===== src/rtl/c8exec_pkg.sv =====
`timescale 1ns / 1ps

package c8exec_pkg;

	localparam int ADDR_W          = 12;
	localparam int MEM_BYTES       = 4096;
	localparam int SCREEN_WIDTH    = 64;
	localparam int SCREEN_HEIGHT   = 32;
	localparam int ROW_W           = 5;
	localparam int STACK_DEPTH_DEF = 16;
	localparam int CFG_ADDR_W      = 3;
	localparam int CFG_DATA_W      = 32;

	localparam logic [ADDR_W-1:0] FONT_BASE_RST     = 12'd80;
	localparam logic [ADDR_W-1:0] START_ADDRESS_RST = 12'd512;

	// Configuration register indexes, taken from byte address bit 2.
	localparam logic REG_FONT_BASE     = 1'b0;
	localparam logic REG_START_ADDRESS = 1'b1;

	// Item operations.
	localparam logic [2:0] OP_EXECUTE   = 3'd0;
	localparam logic [2:0] OP_TICK      = 3'd1;
	localparam logic [2:0] OP_MEM_WRITE = 3'd2;
	localparam logic [2:0] OP_MEM_READ  = 3'd3;
	localparam logic [2:0] OP_ROW_READ  = 3'd4;
	localparam logic [2:0] OP_REG_READ  = 3'd5;

	// Instruction groups (top nibble).
	localparam logic [3:0] GRP_SYS   = 4'h0;
	localparam logic [3:0] GRP_JUMP  = 4'h1;
	localparam logic [3:0] GRP_CALL  = 4'h2;
	localparam logic [3:0] GRP_SEQK  = 4'h3;
	localparam logic [3:0] GRP_SNEK  = 4'h4;
	localparam logic [3:0] GRP_SEQV  = 4'h5;
	localparam logic [3:0] GRP_LDK   = 4'h6;
	localparam logic [3:0] GRP_ADDK  = 4'h7;
	localparam logic [3:0] GRP_ALU   = 4'h8;
	localparam logic [3:0] GRP_SNEV  = 4'h9;
	localparam logic [3:0] GRP_LDI   = 4'hA;
	localparam logic [3:0] GRP_JMPV0 = 4'hB;
	localparam logic [3:0] GRP_RAND  = 4'hC;
	localparam logic [3:0] GRP_DRAW  = 4'hD;
	localparam logic [3:0] GRP_KEY   = 4'hE;
	localparam logic [3:0] GRP_MISC  = 4'hF;

	localparam logic [15:0] SYS_CLS = 16'h00E0;
	localparam logic [15:0] SYS_RET = 16'h00EE;

	localparam logic [3:0] ALU_MOV = 4'h0;
	localparam logic [3:0] ALU_OR  = 4'h1;
	localparam logic [3:0] ALU_AND = 4'h2;
	localparam logic [3:0] ALU_XOR = 4'h3;
	localparam logic [3:0] ALU_ADD = 4'h4;
	localparam logic [3:0] ALU_SUB = 4'h5;
	localparam logic [3:0] ALU_SHR = 4'h6;
	localparam logic [3:0] ALU_SBN = 4'h7;
	localparam logic [3:0] ALU_SHL = 4'hE;

	localparam logic [7:0] KEY_SKIP_DOWN = 8'h9E;
	localparam logic [7:0] KEY_SKIP_UP   = 8'hA1;

	localparam logic [7:0] MISC_GET_DELAY = 8'h07;
	localparam logic [7:0] MISC_WAIT_KEY  = 8'h0A;
	localparam logic [7:0] MISC_SET_DELAY = 8'h15;
	localparam logic [7:0] MISC_SET_SOUND = 8'h18;
	localparam logic [7:0] MISC_ADD_I     = 8'h1E;
	localparam logic [7:0] MISC_FONT      = 8'h29;
	localparam logic [7:0] MISC_BCD       = 8'h33;
	localparam logic [7:0] MISC_STORE     = 8'h55;
	localparam logic [7:0] MISC_LOAD      = 8'h65;

	typedef struct packed {
		logic [2:0]  op;
		logic [15:0] instruction;
		logic [7:0]  random_byte;
		logic [15:0] keys_down;
		logic [11:0] address;
		logic [7:0]  write_byte;
	} item_t;

	typedef struct packed {
		logic [11:0] next_pc;
		logic [11:0] read_value;
		logic [63:0] screen_row;
		logic        waiting_key;
		logic        sound_on;
		logic        stack_fault;
	} result_t;

	typedef struct packed {
		logic capture;
		logic rd_x;
		logic rd_y;
		logic rd_0;
		logic exec;
		logic loop_rd;
		logic loop_wr;
		logic fin;
		logic load_result;
	} cmd_t;

	typedef struct packed {
		logic loop_req;
		logic loop_last;
	} status_t;

	typedef struct packed {
		logic              font_we;
		logic              start_we;
		logic [ADDR_W-1:0] data;
	} cfg_wr_t;

	// Hundreds, tens and ones of a byte, one nibble each.
	function automatic logic [11:0] bcd_digits(input logic [7:0] v);
		logic [1:0] h;
		logic [7:0] r;
		logic [3:0] t;
		logic [7:0] o;
		h = (v >= 8'd200) ? 2'd2 : ((v >= 8'd100) ? 2'd1 : 2'd0);
		r = v - ((h == 2'd2) ? 8'd200 : ((h == 2'd1) ? 8'd100 : 8'd0));
		t = 4'd0;
		for (int i = 1; i < 10; i++) begin
			if (r >= 8'(10 * i)) begin
				t = 4'(i);
			end
		end
		o = r - ({4'b0000, t} << 3) - ({4'b0000, t} << 1);
		return {2'b00, h, t, o[3:0]};
	endfunction

endpackage


===== src/rtl/c8exec_ctrl.sv =====
`timescale 1ns / 1ps

module c8exec_ctrl (
	input  logic                 clk,
	input  logic                 arst_n,
	input  logic                 item_valid,
	output logic                 item_stall,
	output logic                 result_valid,
	input  logic                 result_stall,
	input  c8exec_pkg::status_t  status,
	output c8exec_pkg::cmd_t     cmd
);

	typedef enum logic [8:0] {
		ST_IDLE    = 9'b000000001,
		ST_RD_X    = 9'b000000010,
		ST_RD_Y    = 9'b000000100,
		ST_RD_0    = 9'b000001000,
		ST_EXEC    = 9'b000010000,
		ST_LOOP_RD = 9'b000100000,
		ST_LOOP_WR = 9'b001000000,
		ST_FIN     = 9'b010000000,
		ST_DONE    = 9'b100000000
	} state_t;

	state_t state_q, state_d;
	logic   result_valid_q;
	logic   load_ok;

	assign load_ok      = !result_valid_q || !result_stall;
	assign item_stall   = (state_q != ST_IDLE);
	assign result_valid = result_valid_q;

	always_comb begin
		state_d = state_q;
		cmd     = '0;
		case (state_q)
			ST_IDLE: begin
				if (item_valid) begin
					cmd.capture = 1'b1;
					state_d     = ST_RD_X;
				end
			end
			ST_RD_X: begin
				cmd.rd_x = 1'b1;
				state_d  = ST_RD_Y;
			end
			ST_RD_Y: begin
				cmd.rd_y = 1'b1;
				state_d  = ST_RD_0;
			end
			ST_RD_0: begin
				cmd.rd_0 = 1'b1;
				state_d  = ST_EXEC;
			end
			ST_EXEC: begin
				cmd.exec = 1'b1;
				state_d  = status.loop_req ? ST_LOOP_RD : ST_FIN;
			end
			ST_LOOP_RD: begin
				cmd.loop_rd = 1'b1;
				state_d     = ST_LOOP_WR;
			end
			ST_LOOP_WR: begin
				cmd.loop_wr = 1'b1;
				state_d     = status.loop_last ? ST_FIN : ST_LOOP_RD;
			end
			ST_FIN: begin
				cmd.fin = 1'b1;
				state_d = ST_DONE;
			end
			ST_DONE: begin
				if (load_ok) begin
					cmd.load_result = 1'b1;
					state_d         = ST_IDLE;
				end
			end
			default: begin
				state_d = ST_IDLE;
			end
		endcase
	end

	always_ff @(posedge clk or negedge arst_n) begin
		if (!arst_n) begin
			state_q        <= ST_IDLE;
			result_valid_q <= 1'b0;
		end else begin
			state_q <= state_d;
			if (cmd.load_result) begin
				result_valid_q <= 1'b1;
			end else if (!result_stall) begin
				result_valid_q <= 1'b0;
			end
		end
	end

endmodule


===== config.mk =====
export PLATFORM = sky130hd
export DESIGN_NAME = c8exec_ctrl
export DESIGN_NICKNAME = d
export VERILOG_FILES = /design/src/rtl/c8exec_pkg.sv /design/src/rtl/c8exec_ctrl.sv
export SDC_FILE = /design/constraint.sdc
export NUM_CORES = 1
export LEC_CHECK = 0
export BUFFER_PORTS_ARGS = -buffer_cell sky130_fd_sc_hd__buf_4
export CORE_UTILIZATION = 36
export DETAILED_ROUTE_END_ITERATION = 10
export SYNTH_ARGS = -nofsm -noshare
export SYNTH_HDL_FRONTEND = slang
export SYNTH_SLANG_ARGS = --single-unit

===== constraint.sdc =====
create_clock -name clk -period 1.8 [get_ports clk]
set_input_delay 0.36 -clock clk [delete_from_list [all_inputs] [get_ports clk]]
set_output_delay 0.36 -clock clk [all_outputs]
set_load 0.02 [all_outputs]

==> qor.yml, run 1 <==
timing:
  setup_tns_ns: -2.31
  setup_viol: 11
  rsz0062_at_grt: "true"
  final.setup_skew_ns: 0.00113
  fmaxAchievable_mhz: 472
  period_share: 1.18
  finalHoldViolations: 0
  tightest_slew_ns: 0.440
  max-slew-margin-rel: 0.703
  setup_ws_ns: -0.319
  timing.hold.ws_ns: 0.269
  maxSlewViolCount: 0
  min_period_ns: 2.12
finish:
  drive_gt1_frac: 0.571
  antenna-diode-count: 0
  stdcell_count: 121
  fillers: 130
  final_nets: 112
  area_growth_pct: 72.2
floorplanning:
  core-area_mm2: 0.00151
  io_pins: 17
  initial_core_util: 0.388
  die-area_mm2: 0.00179
  die_y_um: 42.3
  rows: 14
  fp.dieW_um: 42.3
place:
  gp_congestion: 0.732
  io_buffers: 16
  dp_cells: 107
  place_hpwl_um: 1080
  post-place-ws_ns: -0.0268
yosys:
  synth_edf_count: 0
  netlist_instances: 59
  synth_cell_types: 28
  async_reset_ff_frac: 1.00
  ys_ff_latch: 10
  synth_top_area_frac: 0.385
  synthTopCellsByCount: "9 x dfrtp_1, 7 x nor2_1, 6 x nor2b_1, 4 x inv_1"
  synth-main-ff-cell: "dfrtp_1"
  syn_nets: 65
  yosys.area.top_type: "dfrtp_1"
  synth.area.top_cells: "dfrtp_1 39%, nor2b_1 6.4%, dfstp_2 4.5%"
  synth_area_per_cell_um2: 9.90
  seq_area_frac_synth: 0.430
  synth_area_um2: 584
  yosysMostFrequentCell: "dfrtp_1"
  yosys_warnings: 0
worst_setup_path:
  crit_required_ns: 1.44
  crit_path_start_kind: "flop"
  cp.arrival_ns: 1.76
  end_kind: "output pin"
  critPathKind: "flop to output pin"
  critPathMaxFanout: 4
detailed_routing:
  dr_wl_met3_um: 88
  wl_met1_um: 628
  drc: 0
  drt_first_pass_iters: 4
  drt-total-wl_um: 1520
  dr.max_layer_used: "met4"
  vias_per_cell: 5.18
  post_drt_wl_per_cell_um: 12.5
  vias: 627
  dr.first_iter.drc_count: 10
  drtAntennaViolNets: 0
  wl_met2_um: 790
clock_tree:
  cts_tree: "done"
  clk_pin_slew_ns: 0.07
  cts_max_level: 1
  clock-sinks: 10
  root_buffer: "clkbuf_4"
  worstSkewPairLatency_ns: 0.27
  cts_buffers: 3
  clockBufferDepth: 2
power_and_ir_drop:
  p_per_area_mw_per_mm2: 1060
  p_leak_nw: 0.539
  peakVddDrop_uv: 852
status:
  violations: "negative setup slack"
  status: "finished with violations"
min_path:
  min_path_type: "input pin to flop"
global_route:
  grt_overflow: 0
  grt_pass1_wl_um: 2520
  grt_start_max_net_pins: 11
  antenna_found_initial: 0
  grt_pass1_vias: 602
  track_usage: 0.188
run:
  maxCapViolCount: 0
-- cells by family after synthesis --
| group | after synthesis | share of synthesized area |
|---|---|---|
| XOR/XNOR | 2 | 0.0300 |
| buffers and inverters | 5 | 0.0450 |
| flip-flops | 10 | 0.430 |
| AND/OR/NAND/NOR | 35 | 0.409 |
| AO/OA/AOI/OAI | 7 | 0.0857 |
-- cell type report --
cell class | count | area (µm²) | area share
repair buffers | 43 | 348 | 0.346
multi-input cells | 44 | 333 | 0.331
flip-flops and latches | 10 | 254 | 0.252
clock buffers | 4 | 36.3 | 0.0361
well taps | 16 | 20.0 | 0.0199
inverters | 4 | 15.0 | 0.0149
-- where the power goes --
part           internal (mW)  switching [mW]
logic                  0.314           0.261
clock network          0.123          0.0817
registers              0.266          0.0189
total                  0.702           0.362
-- through the flow --
stage | util | instance area (µm²) | power (mW)
6_report | 0.668 | 1010 | 1.06
5_1_grt | 0.668 | 1010 | 1.13
3_3_place_gp | 0.558 | 841 | 0.789
2_1_floorplan | - | 584 | 0.600
3_5_place_dp | 0.558 | 841 | 0.796
4_1_cts | 0.619 | 932 | 1.01
-- placed cells by master, fill, tap and decap left out, drive strengths merged --
master and instances:
dlygate4sd3 1, nor3 1, nand2 3, a21oi 2
dfstp 1, clkbuf 4, nand3 1, nor2 7
inv 4, and4b 1, a211oi 1, nor2b 6
o2bb2ai 1, nor4b 3, o32ai 1, a221oi 1
o22ai 1, dfrtp 9, buf 42, nor4 1
and2 2, nand4 1, or2 1, and4bb 3
or4 1, xor2 2, and3 2, nand2b 2
-- worst paths after layout --
check,endpoint,start,cells past startpoint,slack [ns]
setup / recovery,cmd[1],state_q[3]$_DFFE_PN0P_,4,-0.32
hold / removal,state_q[5]$_DFFE_PN0P_,status[0],2,0.27
setup reg to reg,state_q[5]$_DFFE_PN0P_,state_q[3]$_DFFE_PN0P_,12,-0.30
hold reg to reg,result_valid$_DFFE_PN0P_,result_valid$_DFFE_PN0P_,2,0.55
max in group asynchronous,state_q[0]$_DFFE_PN1P_,arst_n,2,1.13
min in group asynchronous,state_q[4]$_DFFE_PN0P_,arst_n,2,0.45
-- flip-flops by register name (all words and copies together) (netlist names) --
| signal | flops |
|---|---|
| state_q | 9 |
| result_valid | 1 |
-- worst max-delay path, stage by stage, from the launching register on --
cell and delay, ns:
dfrtp_1 0.38, or4_4 0.56, nor3_4 0.16, and4bb_2 0.27, buf_6 0.12
-- timing repair --
action,4_1_cts,5_1_grt
pin swaps,1,2
endpoints found under the hold margin,9,0
gates resized for setup,3,11
setup buffers,5,4
setup endpoints to repair,10,11
hold buffers,1,0
-- routing by layer --
metal | up-vias | GRT usage
met3 | 2 | 0.0560
met2 | 20 | 0.320
met5 | - | 0
met4 | 0 | 0.0750
li1 | 304 | -
met1 | 301 | 0.221
Power figures use the tool's default switching activity.
==> inputs of run 2 (changes only) <==
--- a/config.mk
+++ b/config.mk
@@ -8,4 +8,6 @@
 export BUFFER_PORTS_ARGS = -buffer_cell sky130_fd_sc_hd__buf_4
-export CORE_UTILIZATION = 36
+export CORE_UTILIZATION = 45
 export DETAILED_ROUTE_END_ITERATION = 10
+export PLACE_DENSITY = 0.71
+export SKIP_CTS_REPAIR_TIMING = 1
 export SYNTH_ARGS = -nofsm -noshare
==> constraint.sdc (replaced) <==
create_clock -name clk -period 1.8 [get_ports clk]
set_input_delay 0.27 -clock clk [delete_from_list [all_inputs] [get_ports clk]]
set_output_delay 0.27 -clock clk [all_outputs]
set_load 0.02 [all_outputs]
==> qor.yml, run 2 (synthesis gave the netlist of run 1 again) <==
detailed_routing:
  drc: 0  # unchanged
  post_drt_wl_per_cell_um: 13.8  # +10%
  vias_per_cell: 5.37  # +3.5%
  drtAntennaViolNets: 0  # unchanged
  drt-total-wl_um: 1440  # -5.1%
  dr.first_iter.drc_count: 25  # +15
  drt_first_pass_iters: 4  # unchanged
  vias: 558  # -11%
clock_tree:
  root_buffer: "clkbuf_4"
  cts_buffers: 3  # unchanged
  cts_tree: "done"
  worstSkewPairLatency_ns: 0.27  # about the same
  clockBufferDepth: 2  # unchanged
  clk_pin_slew_ns: 0.07  # about the same
  clock-sinks: 10  # unchanged
  cts_max_level: 1  # unchanged
finish:
  regMostFlops: "state_q"
  final_area_um2: 856  # -15%
  largest_register_ffs: 9  # unchanged
  final_cell_mix: "21 x buf_4, 9 x dfrtp_1, 7 x nor2_1, 6 x nor2b_1, 6 x buf_6"
  antenna-diode-count: 0  # unchanged
  stdcell_count: 104  # -14%
  final_nets: 97  # -13%
  utilization: 0.740  # +0.0725
  layout_commonest_cell: "buf_4"
  area_growth_pct: 46.5
  drive_gt1_frac: 0.433  # -0.138
floorplanning:
  fp.dieW_um: 38.0  # -10%
  core-area_mm2: 0.00116  # -23%
  die_y_um: 38.0  # -10%
  initial_core_util: 0.505  # +0.118
  die-area_mm2: 0.00145  # -19%
  io_pins: 17  # unchanged
  rows: 12  # -2
run:
  maxCapViolCount: 0  # unchanged
power_and_ir_drop:
  p_per_area_mw_per_mm2: 1160  # +9.4%
  p_total_uw: 990  # -6.9%
  peakVddDrop_uv: 917  # +7.7%
  p_leak_nw: 0.452  # -16%
status:
  violations: "negative setup slack"
  status: "finished with violations"
global_route:
  track_usage: 0.223  # +0.0349
  grt_overflow: 0  # unchanged
  grt_pass1_vias: 527  # -12%
  grt_pass1_wl_um: 2190  # -13%
  antenna_found_initial: 0  # unchanged
  grt_start_max_net_pins: 11  # unchanged
worst_setup_path:
  end_kind: "output pin"
  crit_required_ns: 1.53  # +0.09 ns
  crit_path_start_kind: "flop"
  cp.arrival_ns: 1.78  # +0.02 ns
  critPathKind: "flop to output pin"
  critPathMaxFanout: 4  # unchanged
timing:
  min_period_ns: 2.05  # -0.0678 ns
  period_share: 1.14  # -0.0377
  timing.hold.ws_ns: 0.174  # -0.0951 ns
  max-slew-margin-rel: 0.677  # -0.0252
  setup_tns_ns: -1.04  # +1.27 ns
  finalHoldViolations: 0  # unchanged
  rsz0062_at_grt: "true"
  setup_ws_ns: -0.251  # +0.0678 ns
  tightest_slew_ns: 0.477  # +0.0372 ns
  setup_viol: 9  # -2
  maxSlewViolCount: 0  # unchanged
  final.setup_skew_ns: 0.00694  # +0.00581 ns
  fmaxAchievable_mhz: 488  # +3.3%
place:
  place_hpwl_um: 1080  # +0.29%
  gp_congestion: 0.750  # +2.4%
  dp_cells: 98  # -8.4%
  post-place-ws_ns: 0.0368  # +0.0636 ns
  io_buffers: 16  # unchanged
  place_area_um2: 786  # -6.5%
min_path:
  min_path_type: "input pin to flop"
## run 2: worst max-delay path, cell delays in order (launching register included)
cell and delay (ns):
dfrtp_1 0.40, or4_4 0.55, nor3_4 0.17, and4bb_1 0.26, buf_6 0.13
## run 2: final timing paths
kind / cells past startpoint / endpoint / slack [ns] / startpoint
worst min register to register: 2 / result_valid$_DFFE_PN0P_ / 0.54 / result_valid$_DFFE_PN0P_
min in group asynchronous: 2 / state_q[5]$_DFFE_PN0P_ / 0.36 / arst_n
worst min-delay path: 2 / state_q[5]$_DFFE_PN0P_ / 0.17 / status[0]
max in group asynchronous: 2 / state_q[0]$_DFFE_PN1P_ / 1.21 / arst_n
worst max-delay path: 4 / cmd[1] / -0.25 / state_q[2]$_DFFE_PN0P_
worst max register to register: 5 / state_q[7]$_DFFE_PN0P_ / 0.17 / state_q[2]$_DFFE_PN0P_
## run 2: metal layers
metal | global-route usage | vias up | routed length (µm)
met5 | 0 | - | 0
met4 | 0.107 | 0 | 29
met3 | 0.0523 | 5 | 47
met2 | 0.369 | 13 | 713
met1 | 0.271 | 266 | 646
li1 | - | 274 | -
## run 2: report_power, final
part           leakage (nW)  total [mW]  internal [mW]  switching, mW
logic                 0.302       0.536          0.277          0.259
registers             0.135       0.286          0.266         0.0204
clock network        0.0150       0.168         0.0858         0.0825
total                 0.452       0.990          0.629          0.362
## run 2: area by class of cell
| class | count | area, µm² |
|---|---|---|
| Clock buffer | 4 | 26.3 |
| Fill cell | 87 | 300 |
| Inverter | 4 | 15.0 |
| Multi-Input combinational cell | 44 | 310 |
| Sequential cell | 10 | 251 |
| Tap cell | 14 | 17.5 |
| Timing Repair Buffer | 28 | 235 |
==> inputs of run 3 (changes only) <==
CORE_AREA = 2 2 39 41   (was default)
CORE_UTILIZATION = default   (was 45)
DIE_AREA = 0 0 41 43   (was default)
PLACE_DENSITY = 0.69   (was 0.71)
==> qor.yml, run 3 (synthesis gave the netlist of run 1 again) <==
min_path:
  min_path_type: "input pin to flop"
power_and_ir_drop:
  peakVddDrop_uv: 509  # -44%
  p_total_uw: 986  # -0.45%
  switching_share: 0.353  # -0.0126
  clockPowerShare: 0.211  # +0.041
  p_comb_frac: 0.498  # -0.043
  p_switching_uw: 348  # -3.9%
  p_leak_nw: 0.454  # +0.28%
  intPower_uw: 638  # +1.5%
  p_per_area_mw_per_mm2: 1170  # +1.2%
  seqPwrFrac: 0.291  # +0.002
worst_setup_path:
  cp-endpoint: "cmd[1]"
  reg2reg_from: "state_q[3]$_DFFE_PN0P_"
  rrSetupSlack_ns: 0.24  # +0.07 ns
  crit_required_ns: 1.53  # about the same
  crit_path_start_kind: "flop"
  end_kind: "output pin"
  critPathMaxFanout: 4  # unchanged
  ff2ff_path_depth: 4  # -1
  r2r_end: "state_q[8]$_DFFE_PN0P_"
  startpoint: "state_q[3]$_DFFE_PN0P_"
  cp.arrival_ns: 1.82  # +0.04 ns
  critPathKind: "flop to output pin"
timing:
  final.setup_skew_ns: 0.00278  # -0.00416 ns
  min_period_ns: 2.09  # +0.0401 ns
  setup_ws_ns: -0.291  # -0.0401 ns
  tightest_slew_ns: 0.419  # -0.0587 ns
  maxSlewViolCount: 0  # unchanged
  rsz0062_at_grt: "true"
  max-slew-margin-rel: 0.717  # +0.0397
  setup_viol: 9  # unchanged
  timing.hold.ws_ns: 0.165  # -0.00951 ns
  finalHoldViolations: 0  # unchanged
  fmaxAchievable_mhz: 478  # -1.9%
  period_share: 1.16  # +0.0223
floorplanning:
  die_y_um: 43  # +13%
  core-area_mm2: 0.00138  # +20%
  initial_core_util: 0.422  # -0.0832
  fp.dieW_um: 41  # +7.8%
  io_pins: 17  # unchanged
  die-area_mm2: 0.00176  # +22%
  rows: 14  # +2
finish:
  drive_gt1_frac: 0.411  # -0.0222
  regMostFlops: "state_q"
  largest_register_ffs: 9  # unchanged
  final_nets: 97  # unchanged
  antenna-diode-count: 0  # unchanged
  layout_commonest_cell: "buf_4"
  final_cell_mix: "27 x buf_4, 9 x dfrtp_1, 7 x nor2_1, 6 x nor2b_1, 4 x inv_1"
  area_growth_pct: 44.1
global_route:
  grt_pass1_wl_um: 2270  # +3.8%
  antenna_found_initial: 0  # unchanged
  grt_overflow: 0  # unchanged
  grt_pass1_vias: 536  # +1.7%
  grt_start_max_net_pins: 11  # unchanged
  track_usage: 0.192  # -0.0316
detailed_routing:
  drt-total-wl_um: 1450  # +0.56%
  drt_first_pass_iters: 4  # unchanged
  wl_met2_um: 764  # +7.2%
  vias: 563  # +0.90%
  wl_met1_um: 592  # -8.4%
  dr.first_iter.drc_count: 11  # -56%
  post_drt_wl_per_cell_um: 13.6  # -1.3%
  vias_per_cell: 5.31  # -1.0%
  drc: 0  # unchanged
  drtAntennaViolNets: 0  # unchanged
  dr_wl_met3_um: 61  # +30%
  dr.max_layer_used: "met4"
clock_tree:
  clk_pin_slew_ns: 0.07  # about the same
  cts_buffers: 3  # unchanged
  root_buffer: "clkbuf_4"
  worstSkewPairLatency_ns: 0.27  # about the same
  cts_tree: "done"
  cts_max_level: 1  # unchanged
  clock-sinks: 10  # unchanged
  clockBufferDepth: 2  # unchanged
place:
  io_buffers: 16  # unchanged
  gp_congestion: 0.715  # -4.7%
  place_hpwl_um: 1020  # -5.7%
run:
  maxCapViolCount: 0  # unchanged
status:
  violations: "negative setup slack"
  status: "finished with violations"
run 3: cell types whose count changed in the layout (fill, tap and decap cells not counted):
cell and delta:
clkbuf_8 +1, clkbuf_1 -1, and4b_1 +1, and2_4 -1
and2_1 +1, inv_2 -1, inv_1 +1, buf_6 -6
and4b_2 -1, buf_4 +6
run 3: power by group through the flow:
stage / Combinational [mW] / Clock (mW) / Sequential (mW)
finish: 0.491 / 0.208 / 0.287
global route: 0.535 / 0.228 / 0.292
CTS: 0.468 / 0.209 / 0.287
detailed placement: 0.464 / 0 / 0.291
global placement: 0.451 / 0 / 0.291
floorplan: 0.303 / 0 / 0.297
run 3: metal layers:
layer | vias to the layer above | global-route usage
li1 | 274 | -
met1 | 270 | 0.223
met2 | 15 | 0.313
met3 | 4 | 0.0366
met4 | 0 | 0.100
met5 | - | 0
run 3: through the flow:
step | setup WS (ns) | area (µm²) | TNS (ns) | utilization | instances
after floorplan | 0.0857 | 584 | 0 | - | 59
after global placement | 0.0542 | 788 | 0 | 0.570 | 100
after detailed placement | 0.0193 | 788 | 0 | 0.570 | 100
after CTS | -0.292 | 825 | -1.22 | 0.596 | 104
after global routing | -0.366 | 842 | -2.04 | 0.608 | 106
final | -0.291 | 842 | -1.20 | 0.608 | 106
run 3: worst min-delay path by stage:
stage	from	depth (start not counted)	slack [ns]	endpoint
after floorplan	arst_n	0	-0.03	result_valid$_DFFE_PN0P_
after global placement	arst_n	1	0.10	state_q[4]$_DFFE_PN0P_
after detailed placement	arst_n	1	0.11	state_q[2]$_DFFE_PN0P_
after CTS	arst_n	1	-0.19	state_q[2]$_DFFE_PN0P_
after global routing	status[0]	2	0.17	state_q[5]$_DFFE_PN0P_
final	status[0]	2	0.16	state_q[5]$_DFFE_PN0P_
run 3: cell type report:
class                   instances  area (µm²)
flip-flops and latches         10         251
multi-input cells              44         307
inverters                       4        15.0
fillers                       118         542
repair buffers                 28         213
well taps                      16        20.0
clock buffers                   4        36.3
run 3: worst max-delay path, stage by stage (launching register included):
cell      delay [ns]
dfrtp_1         0.41
or4_4           0.58
nor3_4          0.17
and4bb_1        0.24
buf_4           0.15
